<file path="src/rtl/scfc_pkg.sv">
package scfc_pkg;

  localparam logic [2:0] CONV_DEC      = 3'd0;
  localparam logic [2:0] CONV_UNS      = 3'd1;
  localparam logic [2:0] CONV_OCT      = 3'd2;
  localparam logic [2:0] CONV_HEX      = 3'd3;
  localparam logic [2:0] CONV_WORD     = 3'd4;
  localparam logic [2:0] CONV_FIXED    = 3'd5;
  localparam logic [2:0] CONV_SET      = 3'd6;
  localparam logic [2:0] CONV_NODIGIT  = 3'd7;

  localparam logic [1:0] SIZE_INT   = 2'd0;
  localparam logic [1:0] SIZE_SHORT = 2'd1;
  localparam logic [1:0] SIZE_LONG  = 2'd2;

  localparam logic [1:0] PH_SKIP = 2'd0;
  localparam logic [1:0] PH_SIGN = 2'd1;
  localparam logic [1:0] PH_BODY = 2'd2;
  localparam logic [1:0] PH_DONE = 2'd3;

  localparam logic [2:0] REG_CONVERSION   = 3'd0;
  localparam logic [2:0] REG_MAX_WIDTH    = 3'd1;
  localparam logic [2:0] REG_STORE_ENABLE = 3'd2;
  localparam logic [2:0] REG_RESULT_SIZE  = 3'd3;
  localparam logic [2:0] REG_SET_BITS_A   = 3'd4;
  localparam logic [2:0] REG_SET_BITS_B   = 3'd5;
  localparam logic [2:0] REG_SET_BITS_C   = 3'd6;
  localparam logic [2:0] REG_SET_BITS_D   = 3'd7;

  localparam logic [6:0]  MAX_NUMBER_CHARS = 7'd63;
  localparam logic [6:0]  TAKEN_SAT        = 7'd127;
  localparam logic [63:0] MIN_LONG         = 64'h8000_0000_0000_0000;

  localparam logic [7:0] CHAR_ZERO        = 8'd48;
  localparam logic [7:0] CHAR_NINE        = 8'd57;
  localparam logic [7:0] CHAR_UPPER_A     = 8'd65;
  localparam logic [7:0] CHAR_UPPER_F     = 8'd70;
  localparam logic [7:0] CHAR_LOWER_A     = 8'd97;
  localparam logic [7:0] CHAR_LOWER_F     = 8'd102;
  localparam logic [7:0] CHAR_UPPER_BIAS  = 8'd55;
  localparam logic [7:0] CHAR_LOWER_BIAS  = 8'd87;
  localparam logic [7:0] CHAR_PLUS        = 8'd43;
  localparam logic [7:0] CHAR_MINUS       = 8'd45;
  localparam logic [7:0] CHAR_SPACE       = 8'd32;
  localparam logic [7:0] CHAR_TAB         = 8'd9;
  localparam logic [7:0] CHAR_CR          = 8'd13;

  typedef struct packed {
    logic [2:0]   conversion;
    logic [15:0]  max_width;
    logic         store_enable;
    logic [1:0]   result_size;
    logic [255:0] set_bits;
  } cfg_t;

  typedef struct packed {
    logic [1:0]  phase;
    logic [15:0] width_left;
    logic [63:0] accumulator;
    logic        negative;
    logic [6:0]  taken_count;
  } state_t;

  typedef struct packed {
    logic               consumed;
    logic               store_valid;
    logic [7:0]         store_char;
    logic               field_done;
    logic               matched;
    logic signed [63:0] value;
    logic               end_seen;
  } result_t;

endpackage

</file>
<file path="src/rtl/scfc_in_if.sv">
interface scfc_in_if;
  logic       valid;
  logic       ready;
  logic [7:0] ch;
  logic       at_end;
  logic       restart;

  modport source (output valid, ch, at_end, restart, input ready);
  modport sink (input valid, ch, at_end, restart, output ready);
endinterface

</file>
<file path="src/rtl/scfc_out_if.sv">
interface scfc_out_if;
  logic               valid;
  logic               ready;
  logic               consumed;
  logic               store_valid;
  logic [7:0]         store_char;
  logic               field_done;
  logic               matched;
  logic signed [63:0] value;
  logic               end_seen;

  modport source (output valid, consumed, store_valid, store_char, field_done, matched,
                  value, end_seen, input ready);
  modport sink (input valid, consumed, store_valid, store_char, field_done, matched,
                value, end_seen, output ready);
endinterface

</file>
<file path="src/rtl/scfc_cfg_if.sv">
interface scfc_cfg_if;
  logic        valid;
  logic        ready;
  logic [2:0]  addr;
  logic [63:0] data;

  modport source (output valid, addr, data, input ready);
  modport sink (input valid, addr, data, output ready);
endinterface

</file>
<file path="src/rtl/scanf_field_converter_unit.sv">
// Converts one scanf field (integer or string) from a character stream.
// The chars channel carries one character per item together with an
// end-of-input mark and a restart flag that opens a new field. The results
// channel returns exactly one item for every character item: whether the
// character was consumed, an optional character to store, and on the last
// item of a field the done flag, match flag, converted value and end flag.
// The cfg channel writes the conversion mode, width limit, store enable,
// result size and the four scanset words; it is always ready. It is to be
// written only while no item is in flight; the block does not enforce this.
// Each result item is registered and offered the cycle after its character;
// one character is taken every cycle while results are taken. Per-character
// work is a shift-add accumulate and a scanset lookup between the field
// state and the single result register; the field state loop sets that rate.
// A result waiting in the output register does not stop a new character as
// long as the receiver takes it in the same cycle; if the receiver stalls,
// the chars channel stalls with it and nothing is lost.
// Reset clears the field state and the output valid flag and loads the
// configuration defaults (decimal, no width limit, store on, int size).
module scanf_field_converter_unit (
  input logic       clk,
  input logic       rst,
  scfc_in_if.sink   chars,
  scfc_out_if.source results,
  scfc_cfg_if.sink  cfg
);
  import scfc_pkg::*;

  cfg_t    cfg_regs;
  state_t  st;
  state_t  st_next;
  result_t step_res;
  result_t res_q;
  logic    out_valid;
  logic    in_acc;

  scfc_cfg_regs u_cfg_regs (
    .clk  (clk),
    .rst  (rst),
    .cfg  (cfg),
    .regs (cfg_regs)
  );

  scfc_step u_step (
    .ch      (chars.ch),
    .at_end  (chars.at_end),
    .restart (chars.restart),
    .cfg     (cfg_regs),
    .st      (st),
    .st_next (st_next),
    .res     (step_res)
  );

  assign chars.ready = !out_valid || results.ready;
  assign in_acc      = chars.valid && chars.ready;

  always_ff @(posedge clk) begin
    if (rst) begin
      st        <= '0;
      out_valid <= 1'b0;
    end else if (in_acc) begin
      st        <= st_next;
      out_valid <= 1'b1;
    end else if (results.ready) begin
      out_valid <= 1'b0;
    end
  end

  always_ff @(posedge clk) begin
    if (in_acc) begin
      res_q <= step_res;
    end
  end

  assign results.valid       = out_valid;
  assign results.consumed    = res_q.consumed;
  assign results.store_valid = res_q.store_valid;
  assign results.store_char  = res_q.store_char;
  assign results.field_done  = res_q.field_done;
  assign results.matched     = res_q.matched;
  assign results.value       = res_q.value;
  assign results.end_seen    = res_q.end_seen;

  a_done_state: assert property (@(posedge clk) disable iff (rst)
    in_acc && step_res.field_done |=> st.phase == PH_DONE)
    else $error("field done without entering the done phase");

  a_store_consumes: assert property (@(posedge clk) disable iff (rst)
    results.valid && results.store_valid |-> results.consumed && !results.end_seen)
    else $error("stored character not consumed");

  a_value_on_match: assert property (@(posedge clk) disable iff (rst)
    results.valid && results.value != 64'sd0 |-> results.field_done && results.matched)
    else $error("value reported outside a matched field end");

  a_done_silent: assert property (@(posedge clk) disable iff (rst)
    in_acc && st.phase == PH_DONE && !chars.restart |=> res_q == '0 && st == $past(st))
    else $error("finished field changed on a character");
endmodule

</file>
<file path="src/rtl/scfc_cfg_regs.sv">
module scfc_cfg_regs (
  input  logic           clk,
  input  logic           rst,
  scfc_cfg_if.sink       cfg,
  output scfc_pkg::cfg_t regs
);
  import scfc_pkg::*;

  assign cfg.ready = 1'b1;

  always_ff @(posedge clk) begin
    if (rst) begin
      regs.conversion   <= CONV_DEC;
      regs.max_width    <= '0;
      regs.store_enable <= 1'b1;
      regs.result_size  <= SIZE_INT;
      regs.set_bits     <= '0;
    end else if (cfg.valid) begin
      unique case (cfg.addr)
        REG_CONVERSION:   regs.conversion     <= cfg.data[2:0];
        REG_MAX_WIDTH:    regs.max_width      <= cfg.data[15:0];
        REG_STORE_ENABLE: regs.store_enable   <= cfg.data[0];
        REG_RESULT_SIZE:  regs.result_size    <= cfg.data[1:0];
        REG_SET_BITS_A:   regs.set_bits[63:0]    <= cfg.data;
        REG_SET_BITS_B:   regs.set_bits[127:64]  <= cfg.data;
        REG_SET_BITS_C:   regs.set_bits[191:128] <= cfg.data;
        REG_SET_BITS_D:   regs.set_bits[255:192] <= cfg.data;
        default: ;
      endcase
    end
  end
endmodule

</file>
<file path="src/rtl/scfc_step.sv">
module scfc_step (
  input  logic              [7:0] ch,
  input  logic                    at_end,
  input  logic                    restart,
  input  scfc_pkg::cfg_t          cfg,
  input  scfc_pkg::state_t        st,
  output scfc_pkg::state_t        st_next,
  output scfc_pkg::result_t       res
);
  import scfc_pkg::*;

  logic        is_space;
  logic        is_num;
  logic        limited;
  logic        stop_char;
  logic [3:0]  digit;
  logic        digit_ok;
  logic [63:0] acc_scaled;
  logic [63:0] fin_val;
  logic        fin;
  logic        fin_end;
  state_t      s;

  assign is_space = (ch == CHAR_SPACE) || (ch >= CHAR_TAB && ch <= CHAR_CR);
  assign is_num   = (cfg.conversion <= CONV_HEX) || (cfg.conversion == CONV_NODIGIT);
  assign limited  = (cfg.max_width != 16'd0) || (cfg.conversion == CONV_FIXED);
  assign stop_char = ((cfg.conversion == CONV_WORD) && is_space) ||
                     ((cfg.conversion == CONV_SET) && cfg.set_bits[ch]);

  // Digit decode; hex letters are valid only in hex mode.
  always_comb begin
    digit    = '0;
    digit_ok = 1'b0;
    if (ch >= CHAR_ZERO && ch <= CHAR_NINE) begin
      digit    = 4'(ch - CHAR_ZERO);
      digit_ok = (cfg.conversion == CONV_OCT) ? (digit < 4'd8) :
                 (cfg.conversion != CONV_NODIGIT);
    end else if (cfg.conversion == CONV_HEX && ch >= CHAR_UPPER_A && ch <= CHAR_UPPER_F) begin
      digit    = 4'(ch - CHAR_UPPER_BIAS);
      digit_ok = 1'b1;
    end else if (cfg.conversion == CONV_HEX && ch >= CHAR_LOWER_A && ch <= CHAR_LOWER_F) begin
      digit    = 4'(ch - CHAR_LOWER_BIAS);
      digit_ok = 1'b1;
    end
  end

  always_comb begin
    unique case (cfg.conversion)
      CONV_OCT: acc_scaled = {s.accumulator[60:0], 3'b000};
      CONV_HEX: acc_scaled = {s.accumulator[59:0], 4'b0000};
      default:  acc_scaled = {s.accumulator[60:0], 3'b000} + {s.accumulator[62:0], 1'b0};
    endcase
  end

  always_comb begin
    fin_val = s.accumulator;
    if (s.negative && fin_val != MIN_LONG) begin
      fin_val = 64'(64'd0 - fin_val);
    end
    unique case (cfg.result_size)
      SIZE_SHORT: fin_val = {{48{fin_val[15]}}, fin_val[15:0]};
      SIZE_LONG:  fin_val = fin_val;
      default:    fin_val = {{32{fin_val[31]}}, fin_val[31:0]};
    endcase
  end

  always_comb begin
    s = st;
    if (restart) begin
      s.phase       = PH_SKIP;
      s.width_left  = (cfg.conversion == CONV_FIXED && cfg.max_width == 16'd0) ? 16'd1 :
                      cfg.max_width;
      s.accumulator = '0;
      s.negative    = 1'b0;
      s.taken_count = '0;
    end
    st_next = s;
    res     = '0;
    fin     = 1'b0;
    fin_end = 1'b0;
    if (s.phase != PH_DONE) begin
      if (s.phase == PH_SKIP && cfg.conversion != CONV_FIXED && cfg.conversion != CONV_SET &&
          !at_end && is_space) begin
        res.consumed = 1'b1;
      end else begin
        if (s.phase == PH_SKIP) begin
          st_next.phase = is_num ? PH_SIGN : PH_BODY;
        end
        if (at_end) begin
          fin     = 1'b1;
          fin_end = 1'b1;
        end else if (limited && s.width_left == 16'd0) begin
          fin = 1'b1;
        end else if (is_num) begin
          st_next.phase = PH_BODY;
          if (st_next.phase == PH_BODY && s.phase != PH_BODY &&
              cfg.conversion != CONV_NODIGIT && (ch == CHAR_PLUS || ch == CHAR_MINUS)) begin
            if (ch == CHAR_MINUS && cfg.conversion == CONV_UNS) begin
              fin = 1'b1;
            end else begin
              st_next.negative = (ch == CHAR_MINUS);
              if (limited) begin
                st_next.width_left = 16'(s.width_left - 16'd1);
              end
              res.consumed = 1'b1;
            end
          end else if (s.taken_count >= MAX_NUMBER_CHARS || !digit_ok) begin
            fin = 1'b1;
          end else begin
            st_next.accumulator = 64'(acc_scaled + {60'd0, digit});
            st_next.taken_count = 7'(s.taken_count + 7'd1);
            if (limited) begin
              st_next.width_left = 16'(s.width_left - 16'd1);
            end
            res.consumed = 1'b1;
          end
        end else if (stop_char) begin
          fin = 1'b1;
        end else begin
          res.consumed = 1'b1;
          if (cfg.store_enable) begin
            res.store_valid = 1'b1;
            res.store_char  = ch;
          end
          if (s.taken_count < TAKEN_SAT) begin
            st_next.taken_count = 7'(s.taken_count + 7'd1);
          end
          if (limited) begin
            st_next.width_left = 16'(s.width_left - 16'd1);
            if (s.width_left == 16'd1) begin
              st_next.phase  = PH_DONE;
              res.field_done = 1'b1;
              res.matched    = 1'b1;
            end
          end
        end
      end
    end
    if (fin) begin
      st_next.phase  = PH_DONE;
      res.field_done = 1'b1;
      res.matched    = (s.taken_count != 7'd0);
      res.end_seen   = fin_end;
      if (is_num && cfg.conversion != CONV_NODIGIT && cfg.store_enable &&
          s.taken_count != 7'd0) begin
        res.value = fin_val;
      end
    end
  end
endmodule

</file>
<file path="src/flat_wrapper.sv">
// flat-port wrapper written by rule: the top's interface ports become plain ports
module scanf_field_converter_unit_flat import scfc_pkg::*;
  (clk, rst, chars_valid, chars_ch, chars_at_end, chars_restart, chars_ready, results_valid, results_consumed, results_store_valid, results_store_char, results_field_done, results_matched, results_value, results_end_seen, results_ready, cfg_valid, cfg_addr, cfg_data, cfg_ready);
  scfc_in_if chars_i ();
  scfc_out_if results_i ();
  scfc_cfg_if cfg_i ();
  input logic clk;
  input logic rst;
  input wire logic [$bits(chars_i.valid)-1:0] chars_valid;
  input wire logic [$bits(chars_i.ch)-1:0] chars_ch;
  input wire logic [$bits(chars_i.at_end)-1:0] chars_at_end;
  input wire logic [$bits(chars_i.restart)-1:0] chars_restart;
  output wire logic [$bits(chars_i.ready)-1:0] chars_ready;
  output wire logic [$bits(results_i.valid)-1:0] results_valid;
  output wire logic [$bits(results_i.consumed)-1:0] results_consumed;
  output wire logic [$bits(results_i.store_valid)-1:0] results_store_valid;
  output wire logic [$bits(results_i.store_char)-1:0] results_store_char;
  output wire logic [$bits(results_i.field_done)-1:0] results_field_done;
  output wire logic [$bits(results_i.matched)-1:0] results_matched;
  output wire logic [$bits(results_i.value)-1:0] results_value;
  output wire logic [$bits(results_i.end_seen)-1:0] results_end_seen;
  input wire logic [$bits(results_i.ready)-1:0] results_ready;
  input wire logic [$bits(cfg_i.valid)-1:0] cfg_valid;
  input wire logic [$bits(cfg_i.addr)-1:0] cfg_addr;
  input wire logic [$bits(cfg_i.data)-1:0] cfg_data;
  output wire logic [$bits(cfg_i.ready)-1:0] cfg_ready;
  assign chars_i.valid = chars_valid;
  assign chars_i.ch = chars_ch;
  assign chars_i.at_end = chars_at_end;
  assign chars_i.restart = chars_restart;
  assign chars_ready = chars_i.ready;
  assign results_valid = results_i.valid;
  assign results_consumed = results_i.consumed;
  assign results_store_valid = results_i.store_valid;
  assign results_store_char = results_i.store_char;
  assign results_field_done = results_i.field_done;
  assign results_matched = results_i.matched;
  assign results_value = results_i.value;
  assign results_end_seen = results_i.end_seen;
  assign results_i.ready = results_ready;
  assign cfg_i.valid = cfg_valid;
  assign cfg_i.addr = cfg_addr;
  assign cfg_i.data = cfg_data;
  assign cfg_ready = cfg_i.ready;
  scanf_field_converter_unit u_core (.clk(clk), .rst(rst), .chars(chars_i), .results(results_i), .cfg(cfg_i));
endmodule
</file>
<file path="config.mk">
export PLATFORM = sky130hd
export DESIGN_NAME = scanf_field_converter_unit_flat
export DESIGN_NICKNAME = d
export VERILOG_FILES = /design/src/rtl/scfc_pkg.sv /design/src/rtl/scfc_in_if.sv /design/src/rtl/scfc_out_if.sv /design/src/rtl/scfc_cfg_if.sv /design/src/rtl/scanf_field_converter_unit.sv /design/src/rtl/scfc_cfg_regs.sv /design/src/rtl/scfc_step.sv /design/src/flat_wrapper.sv
export SDC_FILE = /design/constraint.sdc
export NUM_CORES = 2
export LEC_CHECK = 0
export BUFFER_PORTS_ARGS = -buffer_cell sky130_fd_sc_hd__buf_2
export CORE_ASPECT_RATIO = 1.1
export CORE_MARGIN = 2
export CORE_UTILIZATION = 50
export DETAILED_ROUTE_END_ITERATION = 10
export PLACE_DENSITY = 0.72
export SLEW_MARGIN = 0
export SYNTH_ARGS = -nofsm -noshare
export SYNTH_HDL_FRONTEND = slang
export SYNTH_SLANG_ARGS = --single-unit
</file>
<file path="constraint.sdc">
create_clock -name clk -period 10.3 [get_ports clk]
set_input_delay 1.545 -clock clk [delete_from_list [all_inputs] [get_ports clk]]
set_output_delay 1.545 -clock clk [all_outputs]
set_load 0.005 [all_outputs]
</file>
==> flow_summary.ini <==
[timing]
hold_viol = 0
rsz0062_at_grt = no
fin_skew_ns = 0.0241
fmax_ghz = 0.145
period_minus_slack_ns = 6.91
drv_slew = 0
slew_headroom = 0.162
setup_tns_ns = 0
fin_crit_sh = 0.671
setup_viol = 0
tightest_slew_ns = 1.25

[worst_setup_path]
cp.buffers_inverters = 2
arrival_ns = 7.20
cp-end-kind = flip-flop
path_max_fanout = 93
cp_cell_sequence = clkbuf_8 > inv_2 > nand2_1 > ha_1 > o21ai_0 > or2_1 > or4_1 > or2_2 > nor3_2 > a311oi_4 > o21ai_1 > xor2_1 > or4b_2 > a21boi_2 > a21oi_1
critPathSlowestCell = a21boi_2
path_delay_family = simple AND/OR/NAND/NOR gates
critPathMaxStageDelay_ns = 0.98
critical_path_class = in -> reg
required_ns = 10.59
start_kind = input pin

[synth]
synth.distinct_cells = 116
synth_seq_area_share = 0.320
avgSynthCellArea_um2 = 7.72
async_flop_share = 0
synth_area_leaders = dfxtp_1, nand2_1, a21oi_1, edfxtp_1, mux4_2
netlist_top_cells_count = nand2_1, a21oi_1, dfxtp_1
yosysTopAreaCell = dfxtp_1
synthCells = 3933
synth_top_area_frac = 0.243
synth_warnings = 0
syn_area_um2 = 30300
synthFlopType = dfxtp_1
synth.net_count = 4046
synth_seq_cells = 446
yosysMostFrequentCell = nand2_1
synth_edf_count = 77

[power]
peakVddDrop_uv = 177
p_sw_frac = 0.252
switchingPower_uw = 991
leakagePower_uw = 0.0110
p_per_area_nw_per_um2 = 120
power_frac_clock = 0.456
p_total_uw = 3930
seq_power_share = 0.467
combPwrFrac = 0.077
internal-power_uw = 2930

[layout]
utilization = 0.545
fin_nets = 3980
drive_above_1_share = 0.122
area.growth.synth_to_final_pct = 7.58
fill_cells = 5698

[route]
drtIter0Drc = 2569
top_layer_used = met5
wl_met1_um = 38300
viasPerCell = 6.21
routed-via-count = 29000
firstDrtPassIters = 6
met2WireLength_um = 43200
wire_per_inst_um = 19.9
dr_wl_met3_um = 7410
drcViolationCount = 0
drt-total-wl_um = 92800
antenna_left = 0

[cts]
path_clk_slew_ns = 0.06
cts_buffers = 48
cts_max_level = 2
cts_resized = 0
cts_tree = built
clk_latency_ns = 0.61
cts.path.max_buffers = 3
holdBufCountCts = 0
cts_setup_buffers = 0
clock-root-buffer = clkbuf_16
numClockSinks = 446

[global_route]
grt_pass1_vias = 26800
antenna_found_initial = 5
grt_max_degree = 144
grt_pass1_wl_um = 147000
grtUsageTotal = 0.287
grt_overflow_total = 0

[run_status]
status = completed

[job]
maxCapViolations = 0

[floorplan]
die-area_um2 = 62700
rows = 94
die_h_um = 262
start_util = 0.507
dieWidth_um = 239
core_region_area_um2 = 59900
pin_count = 162

[place]
dpl.hpwl_um = 64700
gp_congestion = 0.968
portBuffers = 160

[worst_hold_path]
hold_path_class = reg -> reg
==> stage by stage <==
stage	instance area (um^2)	setup slack (ns)	instances	hold WS, ns
2_1_floorplan	30300	2.39	3933	0.425
3_3_place_gp	31000	3.02	4585	0.439
3_5_place_dp	31000	2.87	4585	0.443
4_1_cts	32600	3.49	4673	0.452
5_1_grt	32600	3.02	4673	0.469
6_report	32600	3.39	4674	0.452
==> sequential cells by signal, summed over array words and instances, names as in the netlist <==
name and flops:
u_core.results.value 64, u_core.results.consumed 1, u_core.results.field_done 1, u_core.results.matched 1, u_core.results.end_seen 1, u_core.results.store_char 8, u_core.results.valid 1, u_core.st 90
u_core.u_cfg_regs.regs 278, u_core.results.store_valid 1
==> layout by cell type (no fill, tap or decap), drive strengths merged, types with 47 or more instances in the layout <==
| cell type | n |
|---|---|
| a21oi | 517 |
| buf | 205 |
| clkbuf | 70 |
| dfxtp | 369 |
| edfxtp | 77 |
| inv | 55 |
| mux2i | 87 |
| mux4 | 74 |
| nand2 | 860 |
| nand3 | 68 |
| nor2 | 296 |
| nor2b | 47 |
| nor3 | 120 |
| o211ai | 55 |
| o21ai | 176 |
| xnor2 | 111 |
| xor2 | 51 |
==> cells by family (layout without fill, tap and decap cells) <==
group,count (synthesis),after routing,synth area share
mux,179,179,0.0903
simple gates,1663,1663,0.252
xor+xnor,162,162,0.0470
buf+inv,372,344,0.0569
fa+ha+maj,33,33,0.0137
flops,446,446,0.320
other cells,1,2,0.000124
compound gates,1077,1077,0.220
==> area by class of cell <==
cell class,count,area [um^2],share of cell area
diodes,1,2.50,0.0000766
clock buffers,69,1400,0.0428
clock inverters,19,240,0.00736
inverters,50,190,0.00583
multi-input cells,3115,19000,0.581
flip-flops and latches,446,9700,0.297
well taps,768,961,0.0294
repair buffers,206,1170,0.0358
==> final timing paths <==
kind / startpoint / endpoint / slack [ns] / cells after the start
setup / recovery: chars_restart / u_core.results.value[52] / 3.39 / 15
hold / removal: u_core.u_cfg_regs.regs[112] / u_core.u_cfg_regs.regs[112] / 0.45 / 2
setup reg to reg: u_core.st[33] / u_core.results.value[52] / 4.26 / 12
hold reg to reg: u_core.u_cfg_regs.regs[112] / u_core.u_cfg_regs.regs[112] / 0.45 / 2
==> power by group through the flow <==
stage,sequential [uW],combinational (uW),clock [uW]
finish,1830,303,1790
global route,1830,328,1890
CTS,1830,301,1820
detailed placement,1870,300,0
global placement,1870,298,0
floorplan,1870,198,0
==> tightest hold or removal path, stage by stage (launching register included) <==
cell and delay (ns):
dfxtp_1 0.31, nand2_1 0.05, a21oi_1 0.05
==> routing by layer <==
metal,track usage,vias to the layer above
met5,0,-
met4,0.124,6
met3,0.0421,225
met2,0.464,1229
met1,0.382,13700
li1,-,13900
Power figures use the tool's default switching activity.
